$ cat src/rtl/ubx_pkg.sv
// ----------------------------------------------------------------------------
// ubx_pkg
// shared types and constants for the ubx frame parser: parse phases,
// result kinds, sync characters and the result record
// ----------------------------------------------------------------------------
package ubx_pkg;

  localparam logic [7:0]  SYNC_CHAR_1 = 8'hB5;
  localparam logic [7:0]  SYNC_CHAR_2 = 8'h62;
  localparam logic [15:0] LIMIT_RESET = 16'd100;

  // result kinds
  localparam logic [1:0] KIND_HEADER  = 2'd0;
  localparam logic [1:0] KIND_PAYLOAD = 2'd1;
  localparam logic [1:0] KIND_END     = 2'd2;
  localparam logic [1:0] KIND_REJECT  = 2'd3;

  // parse phases, one-hot
  typedef enum logic [8:0] {
    PH_SYNC1   = 9'b0_0000_0001,
    PH_SYNC2   = 9'b0_0000_0010,
    PH_CLASS   = 9'b0_0000_0100,
    PH_MSG     = 9'b0_0000_1000,
    PH_LEN_LO  = 9'b0_0001_0000,
    PH_LEN_HI  = 9'b0_0010_0000,
    PH_PAYLOAD = 9'b0_0100_0000,
    PH_CHECK1  = 9'b0_1000_0000,
    PH_CHECK2  = 9'b1_0000_0000
  } phase_t;

  // one result item
  typedef struct packed {
    logic [1:0]  kind;
    logic [7:0]  msg_class;
    logic [7:0]  msg_id;
    logic [15:0] frame_length;
    logic [7:0]  payload_byte;
    logic [15:0] payload_index;
    logic        checksum_ok;
  } result_t;

endpackage

$ cat src/rtl/ubx_frame_parser.sv
// ----------------------------------------------------------------------------
// ubx_frame_parser
// finds ubx frames in a byte stream and reports header, payload bytes and
// frame end with fletcher-8 checksum status
// ----------------------------------------------------------------------------
// One received byte is taken per item, so the block sustains one item per
// cycle while in_ready is high. The parse phase, the frame fields and the
// two 8-bit fletcher sums update at the edge the byte is accepted; a result
// produced by that byte is loaded at the same edge into the output register,
// which drives the out_ channel, or into a second (skid) register when the
// output register holds a result not being taken; in_ready only drops when
// both hold results the consumer has not taken. Results: header (or reject,
// when not synchronized and the length exceeds the limit) on the second
// length byte, one item per payload byte, and a frame-end item on the second
// checksum byte. The limit register is written through cfg_wr_en/cfg_wr_data;
// write it only while the block is idle, which the block does not enforce.
module ubx_frame_parser (
  input  logic        clk,
  input  logic        rst_n,
  // configuration
  input  logic        cfg_wr_en,
  input  logic [15:0] cfg_wr_data,
  // byte input
  input  logic        in_valid,
  output logic        in_ready,
  input  logic [7:0]  in_rx_byte,
  // result output
  output logic        out_valid,
  input  logic        out_ready,
  output logic [1:0]  out_kind,
  output logic [7:0]  out_msg_class,
  output logic [7:0]  out_msg_id,
  output logic [15:0] out_frame_length,
  output logic [7:0]  out_payload_byte,
  output logic [15:0] out_payload_index,
  output logic        out_checksum_ok
);

  // parser state
  ubx_pkg::phase_t phase_r, phase_nxt;
  logic [7:0]      class_r, class_nxt;
  logic [7:0]      msg_r, msg_nxt;
  logic [15:0]     len_r, len_nxt;
  logic [15:0]     pos_r, pos_nxt;
  logic [7:0]      sum_a_r, sum_a_nxt;
  logic [7:0]      sum_b_r, sum_b_nxt;
  logic [7:0]      chk1_r, chk1_nxt;
  logic            synced_r, synced_nxt;
  logic [15:0]     limit_r;

  logic             acc;
  logic             can_push;
  logic             res_push;
  ubx_pkg::result_t res;
  ubx_pkg::result_t out_res;
  logic [15:0]      len_hi_val;
  logic [16:0]      pos_inc;
  logic [7:0]       fa_a;      // running sum_a after adding the byte
  logic             ck_ok;

  assign in_ready   = can_push;
  assign acc        = in_valid && in_ready;
  assign len_hi_val = {in_rx_byte, len_r[7:0]};
  assign pos_inc    = {1'b0, pos_r} + 17'd1;
  assign fa_a       = sum_a_r + in_rx_byte;
  assign ck_ok      = (chk1_r == sum_a_r) && (in_rx_byte == sum_b_r);

  always_comb begin
    phase_nxt  = phase_r;
    class_nxt  = class_r;
    msg_nxt    = msg_r;
    len_nxt    = len_r;
    pos_nxt    = pos_r;
    sum_a_nxt  = sum_a_r;
    sum_b_nxt  = sum_b_r;
    chk1_nxt   = chk1_r;
    synced_nxt = synced_r;
    res_push   = 1'b0;
    res        = '0;
    res.msg_class    = class_r;
    res.msg_id       = msg_r;
    res.frame_length = len_r;

    if (acc) begin
      unique case (phase_r)
        ubx_pkg::PH_SYNC2: begin
          phase_nxt = (in_rx_byte == ubx_pkg::SYNC_CHAR_2) ? ubx_pkg::PH_CLASS
                                                           : ubx_pkg::PH_SYNC1;
        end
        ubx_pkg::PH_CLASS: begin
          // sums restart with the class byte
          class_nxt = in_rx_byte;
          sum_a_nxt = in_rx_byte;
          sum_b_nxt = in_rx_byte;
          phase_nxt = ubx_pkg::PH_MSG;
        end
        ubx_pkg::PH_MSG: begin
          msg_nxt   = in_rx_byte;
          sum_a_nxt = fa_a;
          sum_b_nxt = sum_b_r + fa_a;
          phase_nxt = ubx_pkg::PH_LEN_LO;
        end
        ubx_pkg::PH_LEN_LO: begin
          len_nxt   = {8'd0, in_rx_byte};
          sum_a_nxt = fa_a;
          sum_b_nxt = sum_b_r + fa_a;
          phase_nxt = ubx_pkg::PH_LEN_HI;
        end
        ubx_pkg::PH_LEN_HI: begin
          len_nxt   = len_hi_val;
          pos_nxt   = '0;
          sum_a_nxt = fa_a;
          sum_b_nxt = sum_b_r + fa_a;
          res_push  = 1'b1;
          res.frame_length = len_hi_val;
          if (!synced_r && (len_hi_val > limit_r)) begin
            res.kind  = ubx_pkg::KIND_REJECT;
            phase_nxt = ubx_pkg::PH_SYNC1;
          end else begin
            res.kind  = ubx_pkg::KIND_HEADER;
            phase_nxt = (len_hi_val != 16'd0) ? ubx_pkg::PH_PAYLOAD
                                              : ubx_pkg::PH_CHECK1;
          end
        end
        ubx_pkg::PH_PAYLOAD: begin
          res_push          = 1'b1;
          res.kind          = ubx_pkg::KIND_PAYLOAD;
          res.payload_byte  = in_rx_byte;
          res.payload_index = pos_r;
          sum_a_nxt = fa_a;
          sum_b_nxt = sum_b_r + fa_a;
          pos_nxt   = pos_inc[15:0];
          if (pos_inc >= {1'b0, len_r}) phase_nxt = ubx_pkg::PH_CHECK1;
        end
        ubx_pkg::PH_CHECK1: begin
          chk1_nxt  = in_rx_byte;
          phase_nxt = ubx_pkg::PH_CHECK2;
        end
        ubx_pkg::PH_CHECK2: begin
          synced_nxt      = ck_ok;
          res_push        = 1'b1;
          res.kind        = ubx_pkg::KIND_END;
          res.checksum_ok = ck_ok;
          phase_nxt       = ubx_pkg::PH_SYNC1;
        end
        default: begin
          // hunting for the first sync byte
          phase_nxt = (in_rx_byte == ubx_pkg::SYNC_CHAR_1) ? ubx_pkg::PH_SYNC2
                                                           : ubx_pkg::PH_SYNC1;
        end
      endcase
    end
  end

  always_ff @(posedge clk) begin
    if (!rst_n) begin
      phase_r  <= ubx_pkg::PH_SYNC1;
      class_r  <= '0;
      msg_r    <= '0;
      len_r    <= '0;
      pos_r    <= '0;
      sum_a_r  <= '0;
      sum_b_r  <= '0;
      chk1_r   <= '0;
      synced_r <= 1'b0;
      limit_r  <= ubx_pkg::LIMIT_RESET;
    end else begin
      phase_r  <= phase_nxt;
      class_r  <= class_nxt;
      msg_r    <= msg_nxt;
      len_r    <= len_nxt;
      pos_r    <= pos_nxt;
      sum_a_r  <= sum_a_nxt;
      sum_b_r  <= sum_b_nxt;
      chk1_r   <= chk1_nxt;
      synced_r <= synced_nxt;
      if (cfg_wr_en) limit_r <= cfg_wr_data;
    end
  end

  // output register and skid stage
  ubx_out_skid u_out (
    .clk       (clk),
    .rst_n     (rst_n),
    .push      (res_push),
    .push_data (res),
    .can_push  (can_push),
    .out_valid (out_valid),
    .out_ready (out_ready),
    .out_data  (out_res)
  );

  assign out_kind          = out_res.kind;
  assign out_msg_class     = out_res.msg_class;
  assign out_msg_id        = out_res.msg_id;
  assign out_frame_length  = out_res.frame_length;
  assign out_payload_byte  = out_res.payload_byte;
  assign out_payload_index = out_res.payload_index;
  assign out_checksum_ok   = out_res.checksum_ok;

  // sync flag only moves on a second checksum byte
  a_sync_on_check: assert property (@(posedge clk) disable iff (!rst_n)
    (synced_r != $past(synced_r)) |-> $past(acc && (phase_r == ubx_pkg::PH_CHECK2)))
    else $error("synchronized flag changed outside frame end");

  // payload index never reaches the declared length
  a_pos_in_range: assert property (@(posedge clk) disable iff (!rst_n)
    (phase_r == ubx_pkg::PH_PAYLOAD) |-> (pos_r < len_r))
    else $error("payload position past declared length");

  // header and reject come from the second length byte only
  a_header_src: assert property (@(posedge clk) disable iff (!rst_n)
    (res_push && ((res.kind == ubx_pkg::KIND_HEADER) ||
                  (res.kind == ubx_pkg::KIND_REJECT)))
      |-> (phase_r == ubx_pkg::PH_LEN_HI))
    else $error("header result outside length phase");

endmodule

$ cat src/rtl/ubx_out_skid.sv
// ----------------------------------------------------------------------------
// ubx_out_skid
// two-entry output buffer: output register plus skid register, so the
// upstream ready is a flop and never waits on the downstream ready
// ----------------------------------------------------------------------------
module ubx_out_skid (
  input  logic             clk,
  input  logic             rst_n,
  input  logic             push,
  input  ubx_pkg::result_t push_data,
  output logic             can_push,
  output logic             out_valid,
  input  logic             out_ready,
  output ubx_pkg::result_t out_data
);

  logic             main_v_r, main_v_nxt;
  logic             skid_v_r, skid_v_nxt;
  ubx_pkg::result_t main_d_r, main_d_nxt;
  ubx_pkg::result_t skid_d_r, skid_d_nxt;
  logic             pop;

  assign pop       = main_v_r && out_ready;
  assign can_push  = !skid_v_r;
  assign out_valid = main_v_r;
  assign out_data  = main_d_r;

  always_comb begin
    main_v_nxt = main_v_r;
    skid_v_nxt = skid_v_r;
    main_d_nxt = main_d_r;
    skid_d_nxt = skid_d_r;
    if (skid_v_r) begin
      // no push possible while the skid holds an item
      if (pop) begin
        main_d_nxt = skid_d_r;
        skid_v_nxt = 1'b0;
      end
    end else if (push) begin
      if (!main_v_r || pop) begin
        main_d_nxt = push_data;
        main_v_nxt = 1'b1;
      end else begin
        skid_d_nxt = push_data;
        skid_v_nxt = 1'b1;
      end
    end else if (pop) begin
      main_v_nxt = 1'b0;
    end
  end

  always_ff @(posedge clk) begin
    if (!rst_n) begin
      main_v_r <= 1'b0;
      skid_v_r <= 1'b0;
    end else begin
      main_v_r <= main_v_nxt;
      skid_v_r <= skid_v_nxt;
    end
    main_d_r <= main_d_nxt;
    skid_d_r <= skid_d_nxt;
  end

  // skid only fills behind a held output
  a_skid_behind_main: assert property (@(posedge clk) disable iff (!rst_n)
    skid_v_r |-> main_v_r)
    else $error("skid holds an item with output register empty");

  a_stalled_kept: assert property (@(posedge clk) disable iff (!rst_n)
    (main_v_r && !out_ready) |=> (main_v_r && $stable(main_d_r)))
    else $error("stalled result lost or changed");

  a_skid_drains: assert property (@(posedge clk) disable iff (!rst_n)
    (skid_v_r && out_ready) |=> (main_v_r && !skid_v_r))
    else $error("skid item not moved to output register");

endmodule

$ cat config.mk
export PLATFORM = sky130hd
export DESIGN_NAME = ubx_frame_parser
export DESIGN_NICKNAME = d
export VERILOG_FILES = /design/src/rtl/ubx_pkg.sv /design/src/rtl/ubx_frame_parser.sv /design/src/rtl/ubx_out_skid.sv
export SDC_FILE = /design/constraint.sdc
export NUM_CORES = 1
export LEC_CHECK = 0
export ABC_AREA = 0
export BUFFER_PORTS_ARGS = -buffer_cell sky130_fd_sc_hd__buf_2
export CAP_MARGIN = 40
export CORE_MARGIN = 3
export CORE_UTILIZATION = 60
export CTS_BUF_LIST = sky130_fd_sc_hd__clkbuf_16
export DETAILED_ROUTE_END_ITERATION = 8
export GPL_ROUTABILITY_DRIVEN = 1
export MAX_ROUTING_LAYER = met4
export PLACE_DENSITY_LB_ADDON = 0.15
export SETUP_SLACK_MARGIN = 0.5
export SYNTH_ARGS = -nofsm -noshare
export SYNTH_HDL_FRONTEND = slang
export SYNTH_SLANG_ARGS = --single-unit
export TNS_END_PERCENT = 1
$ cat constraint.sdc
create_clock -name clk -period 9 [get_ports clk]
set_clock_uncertainty 0.15 [all_clocks]
set_input_delay 0.9 -clock clk [delete_from_list [all_inputs] [get_ports clk]]
set_output_delay 0.9 -clock clk [all_outputs]
set_load 0.02 [all_outputs]
==> reports/results.ini, run 1 <==
[status]
status=complete, no violations

[die]
core_um2=16200
num_rows=46
io_pins=90
die_w_um=136
die-area_um2=18500
start_util=0.626
die_h_um=136

[route]
dr.pass1.iters=5
postRouteAntennaNets=0
viasPerCell=5.70
first_iter_violations=621
wirelength_um=21100
dr_total_vias=7081
drc_errors=0
wl_per_cell_um=17.0

[worst_hold_path]
min_to=u_out.skid_d_r[54]$_DFFE_PP_
min_from=class_r[5]$_SDFFE_PN0P_
worstHoldPathType=reg -> reg
hold_depth=0

[yosys]
synth_top_area_cell=edfxtp_1
synth_nets=1019
synth_edf_count=118
syn_area_um2=10200
ys_warn_count=0
syn_avg_cell_area_um2=10.8
synth_ff_type=edfxtp_1
yosysMostFrequentCell=edfxtp_1
synth-async-reset-ratio=0
synth-seq-cells=218
netlist.area_leader.share=0.349
seq_area_frac_synth=0.545
synth.cells.most_frequent=edfxtp_1, dfxtp_1, nor2_1
netlist_instances=941
synth_area_leaders=edfxtp_1, dfxtp_1, ha_1, nor2_1, mux2i_1
yosysUniqueCellTypes=66

[cells_and_area]
nFillCells=1250
final_util=0.704
regArea_um2=5550
nNetsFinal=1089
drive_above_1_share=0.163
multiInputGateArea_um2=4230
antennaDiodeCount=0
area_growth_pct=12.4

[global_route]
antenna_found_initial=0
grt_start_max_net_pins=66
grt.overflow.total=0
grt.total_usage=0.238
grt_pass1_wl_um=34300
grt_pass1_vias=6674

[pwr]
p_int_mw=1.56
power.share.switching=0.208
p_sw_mw=0.408
peakVddDrop_v=0.000146
power_frac_seq=0.532
power_frac_clock=0.432
p_leak_nw=4.80
share_comb_of_total_power=0.036
p_per_area_nw_per_um2=172

[setup_path]
path_cells=ha_1, nand4_1, xnor2_1, ha_1, and4_1, a221oi_1, o21ai_0, a211oi_4, nor2_2, a221o_1
crit_path_frequent_cell=ha_1
ff2ff_setup_slack_ps=5320
crit_fanout=12
worstSetupPathType=reg -> reg
crit_path_end_kind=flip-flop
slowest_stage=a211oi_4
start_kind=flip-flop
cp_data_arrival_time_ps=3910
r2r-end=phase_r[0]$_SDFFE_PN1P_
r2r-start=pos_r[0]$_SDFFE_PN0P_
reg2reg_depth=10
critical_path_required_ps=9240
crit_path_max_incr_delay_ps=580

[timing]
finalHoldViolations=0
worst_slew_pin_slew_ps=777
fin_crit_sh=0.408
tns_ps=0
finalCriticalPeriod_ps=3680
final_max_slew_viol_count=0
setup_violations=0
rsz0062_at_grt=no
fmax_mhz=272
slew_headroom=0.481

[clock_tree]
cts_root_buf=clkbuf_16
clock_sinks=218
cts_resized=0
clk_pin_slew_ps=60
cts_setup_buffers=0
cts_tree=yes
cts_buffer_depth=3
clk_latency_ps=500
cts_buffers=22
cts_hold_buf=0
htreeDepth=1

[job]
maxCapViolations=0

[place]
gp_congestion=0.872
portBuffers=89
dp_hpwl_um=14400

[logic make-up (layout without fill, tap and decap cells)]
logic type / count (synthesis) / after routing / share of synthesized area
adders and majority gates: 49 / 49 / 0.0618
buffers and inverters: 98 / 184 / 0.0394
xor gates and xnor gates: 44 / 44 / 0.0393
muxes: 59 / 59 / 0.0610
AOI/OAI and AO/OA: 173 / 173 / 0.109
and+or+nand+nor: 300 / 300 / 0.144
DFF: 218 / 218 / 0.545
[worst max-delay path by stage]
stage                     cells past startpoint                           to  slack, ps                  start
after floorplan                               7  u_out.skid_d_r[0]$_DFFE_PP_       2300               in_valid
after detailed placement                     16      sum_b_r[7]$_SDFFE_PN0P_       4990          in_rx_byte[0]
after CTS                                    10      phase_r[0]$_SDFFE_PN1P_       5350  pos_r[0]$_SDFFE_PN0P_
after global routing                         10      phase_r[0]$_SDFFE_PN1P_       5010  pos_r[0]$_SDFFE_PN0P_
final                                        10      phase_r[0]$_SDFFE_PN1P_       5320  pos_r[0]$_SDFFE_PN0P_
after global placement                       16      sum_b_r[7]$_SDFFE_PN0P_       5080          in_rx_byte[0]
[power by group through the flow]
stage	clock [mW]	combinational [mW]	sequential, mW
after floorplan	0	0.0470	1.07
after global placement	0	0.0669	1.07
after detailed placement	0	0.0699	1.07
after CTS	0.866	0.0699	1.05
after global routing	0.907	0.0780	1.05
final	0.850	0.0702	1.05
[metal layers]
metal	GRT usage	up-vias	wire length (um)
li1	-	3496	-
met1	0.336	3341	9710
met2	0.377	212	9870
met3	0.0300	32	1130
met4	0.0482	0	422
met5	-	-	0
[worst max-delay path, delay by kind of cell, from the launching register on]
family | cells | cell delay (ps)
AO/OA/AOI/OAI | 4 | 1430
XOR/XNOR | 1 | 290
adder cells (fa/ha/maj) | 2 | 610
flip-flops | 1 | 510
AND/OR/NAND/NOR | 3 | 580
[sequential cells by signal, summed over array words and instances, names as in the netlist]
name	cells
phase_r	9
u_out.skid_d_r	59
u_out.skid_v_r	1
class_r	8
pos_r	16
u_out.out_data	59
chk1_r	8
synced_r	1
limit_r	16
sum_b_r	8
sum_a_r	8
len_r	16
u_out.out_valid	1
msg_r	8
[per-stage QoR]
step | hold WS, ps | cells | total power, mW | setup WS (ps) | area, um2
after floorplan | 276 | 941 | 1.11 | 2300 | 10200
after global placement | 289 | 1200 | 1.13 | 5080 | 10700
after detailed placement | 295 | 1203 | 1.14 | 4990 | 10800
after CTS | 309 | 1243 | 1.98 | 5350 | 11400
after global routing | 326 | 1243 | 2.03 | 5010 | 11400
final | 306 | 1243 | 1.97 | 5320 | 11400
[layout make-up]
class,count,share of cell area
flip-flops and latches,218,0.485
repair buffers,97,0.0460
clock buffers,23,0.0504
clock inverters,17,0.00876
multi-input cells,625,0.370
inverters,47,0.0155
well taps,216,0.0237
[placed cells by master, fill, tap and decap left out, drive strengths merged, types with 5 or more instances in the layout]
| cell | Yosys | layout |
|---|---|---|
| xor2 | 16 | 16 |
| o211ai | 8 | 8 |
| nor4 | 8 | 8 |
| xnor2 | 27 | 27 |
| and3 | 5 | 5 |
| or3 | 9 | 9 |
| buf | 12 | 97 |
| a21oi | 49 | 49 |
| nand4 | 14 | 14 |
| a22oi | 12 | 12 |
| a21o | 36 | 36 |
| o21ai | 38 | 38 |
| nor2 | 101 | 101 |
| a311oi | 6 | 6 |
| nand3 | 16 | 16 |
| edfxtp | 118 | 118 |
| a211oi | 6 | 6 |
| clkinv | 0 | 11 |
| ha | 47 | 47 |
| mux2 | 24 | 24 |
| inv | 47 | 51 |
| clkbuf | 39 | 23 |
| dfxtp | 100 | 100 |
| nand2 | 85 | 85 |
| and2 | 25 | 25 |
| mux2i | 35 | 35 |
| nand3b | 5 | 5 |
| nor3 | 13 | 13 |
No activity file was read; power rests on OpenSTA's default activity.
==> run 2, diff against run 1 <==
==> constraint.sdc (replaced) <==
create_clock -name clk -period 3.8 [get_ports clk]
set_clock_uncertainty 0.15 [all_clocks]
set_input_delay 0.38 -clock clk [delete_from_list [all_inputs] [get_ports clk]]
set_output_delay 0.38 -clock clk [all_outputs]
set_load 0.02 [all_outputs]
==> run 2 against run 1 <==
Clock-buffer cell count stayed put. Sequential share of layout area is 1.7 points lower. Die area stayed put. Register-to-register slack worse by 4600 ps. Critical endpoint unchanged. Largest cell class unchanged. Highest routed layer unchanged.
==> reports/results.ini, run 2 (synthesis results as in run 1) <==
[clock_tree]
htreeDepth=1
cts_buffers=23
clock_sinks=218
clk_latency_ps=510
cts_root_buf=clkbuf_16
cts_buffer_depth=3
cts_tree=yes
clk_pin_slew_ps=60

[setup_path]
worstSetupPathType=reg -> reg
crit_path_max_incr_delay_ps=400
cpLargestDelayFamily=compound AO/OA/AOI/OAI gates
r2r-start=pos_r[4]$_SDFFE_PN0P_
cp_data_arrival_time_ps=3350
path_cells=and4_2, nand4_1, xnor2_2, ha_1, and4_1, a221oi_1, o21ai_1, a211oi_4, nor2_2, a221o_1
crit_fanout=5
crit_path_end_kind=flip-flop
r2r-end=phase_r[0]$_SDFFE_PN1P_
ff2ff_setup_slack_ps=690
cp_num_buf_inv=0
reg2reg_depth=10
critical_path_required_ps=4040
slowest_stage=dfxtp_1
start_kind=flip-flop

[place]
dp_hpwl_um=14900
place_inst=1217
gp_congestion=0.915
portBuffers=89
placed_area_um2=10900
pre_cts_ws_ps=372

[worst_hold_path]
worstHoldPathType=in -> reg
min_to=u_out.skid_v_r$_SDFF_PN0_
hold_depth=3
min_from=out_ready

[timing]
worst_slew_pin_slew_ps=681
finalHoldViolations=0
final_max_slew_viol_count=0
setup_violations=0
rsz0062_at_grt=yes
slew_headroom=0.546
hold_slack_ps=97.1
finalCriticalPeriod_ps=3110
fin_crit_sh=0.818
finalWorstSetupSlack_ps=691
fmax_mhz=322
tns_ps=0

[route]
viasPerCell=5.72
drc_errors=0
postRouteAntennaNets=0
highest_layer=met4
dr.pass1.iters=5
met1_length_um=9680
first_iter_violations=541
wirelength_um=22300
route.met3.wl_um=1410
dr_total_vias=7313
wl_met2_um=10800
wl_per_cell_um=17.4

[cells_and_area]
nNetsFinal=1124
layout_common_cells=edfxtp_1, nor2_1, dfxtp_1, buf_2, nand2_1
stdcell_count=1279
final_area_um2=11800
final_util=0.730
layout_commonest_cell=edfxtp_1
nFillCells=1155
area_growth_pct=16.5
antennaDiodeCount=0
drive_above_1_share=0.192

[global_route]
grt_pass1_vias=7222
grt.overflow.total=0
grt_pass1_wl_um=36400
antenna_found_initial=0
grt_start_max_net_pins=62
grt.total_usage=0.252

[die]
num_rows=46
die_h_um=136
core_um2=16200
die-area_um2=18500
io_pins=90
start_util=0.626
die_w_um=136

[pwr]
peakVddDrop_v=0.000428
p_per_area_nw_per_um2=414
p_leak_nw=5.00
p_total_mw=4.90

[job]
maxCapViolations=0

[status]
status=complete, no violations

run 2: cell count changes in the layout (fill, tap and decap cells not counted), sizes merged:
cell,change
buf,+18
dlygate4sd3,+16
bufinv,+2
inv,+1
clkinv,-1
run 2: worst max-delay path by stage:
stage | from | endpoint | slack (ps) | depth (start not counted)
after floorplan | phase_r[0]$_SDFFE_PN1P_ | u_out.out_data[0]$_DFFE_PP_ | -290 | 7
final | pos_r[4]$_SDFFE_PN0P_ | phase_r[0]$_SDFFE_PN1P_ | 690 | 10
after CTS | pos_r[2]$_SDFFE_PN0P_ | phase_r[0]$_SDFFE_PN1P_ | 510 | 10
after global placement | pos_r[0]$_SDFFE_PN0P_ | phase_r[2]$_SDFFE_PN0P_ | 520 | 11
after detailed placement | pos_r[0]$_SDFFE_PN0P_ | phase_r[2]$_SDFFE_PN0P_ | 370 | 11
after global routing | pos_r[4]$_SDFFE_PN0P_ | phase_r[2]$_SDFFE_PN0P_ | 510 | 11
run 2: worst reg2reg max path, delay by kind of cell (launching register included):
| family | cells | cell delay [ps] |
|---|---|---|
| flip-flops | 1 | 400 |
| XOR/XNOR | 1 | 230 |
| AND/OR/NAND/NOR | 4 | 750 |
| AO/OA/AOI/OAI | 4 | 1160 |
| adder cells (fa/ha/maj) | 1 | 300 |
run 2: layout make-up:
cell class	instances	area [um2]	share of cell area
sequential	218	5550	0.469
inverter	47	178	0.0150
tap	216	270	0.0228
multi-input combinational	625	4280	0.361
clock inverter	19	178	0.0150
clock buffer	23	576	0.0486
timing repair buffer	131	813	0.0687
run 2: timing repair:
action,4_1_cts,5_1_grt
gates cloned,0,0
gates resized for setup,0,16
setup endpoints to repair,5,11
hold endpoints to repair,16,0
buffers inserted,4,0
hold buffers,16,0
pin swaps,2,4
run 2: power by group:
group | switching (mW) | internal (mW) | total, mW
clock network | 0.917 | 1.32 | 2.23
registers | 0.00830 | 2.47 | 2.48
logic | 0.112 | 0.0773 | 0.189
total | 1.04 | 3.86 | 4.90
run 2: layer usage:
| layer | vias to the layer above | global-route usage |
|---|---|---|
| met3 | 39 | 0.0437 |
| met1 | 3452 | 0.335 |
| met5 | - | - |
| met2 | 259 | 0.408 |
| li1 | 3563 | - |
| met4 | 0 | 0.0610 |
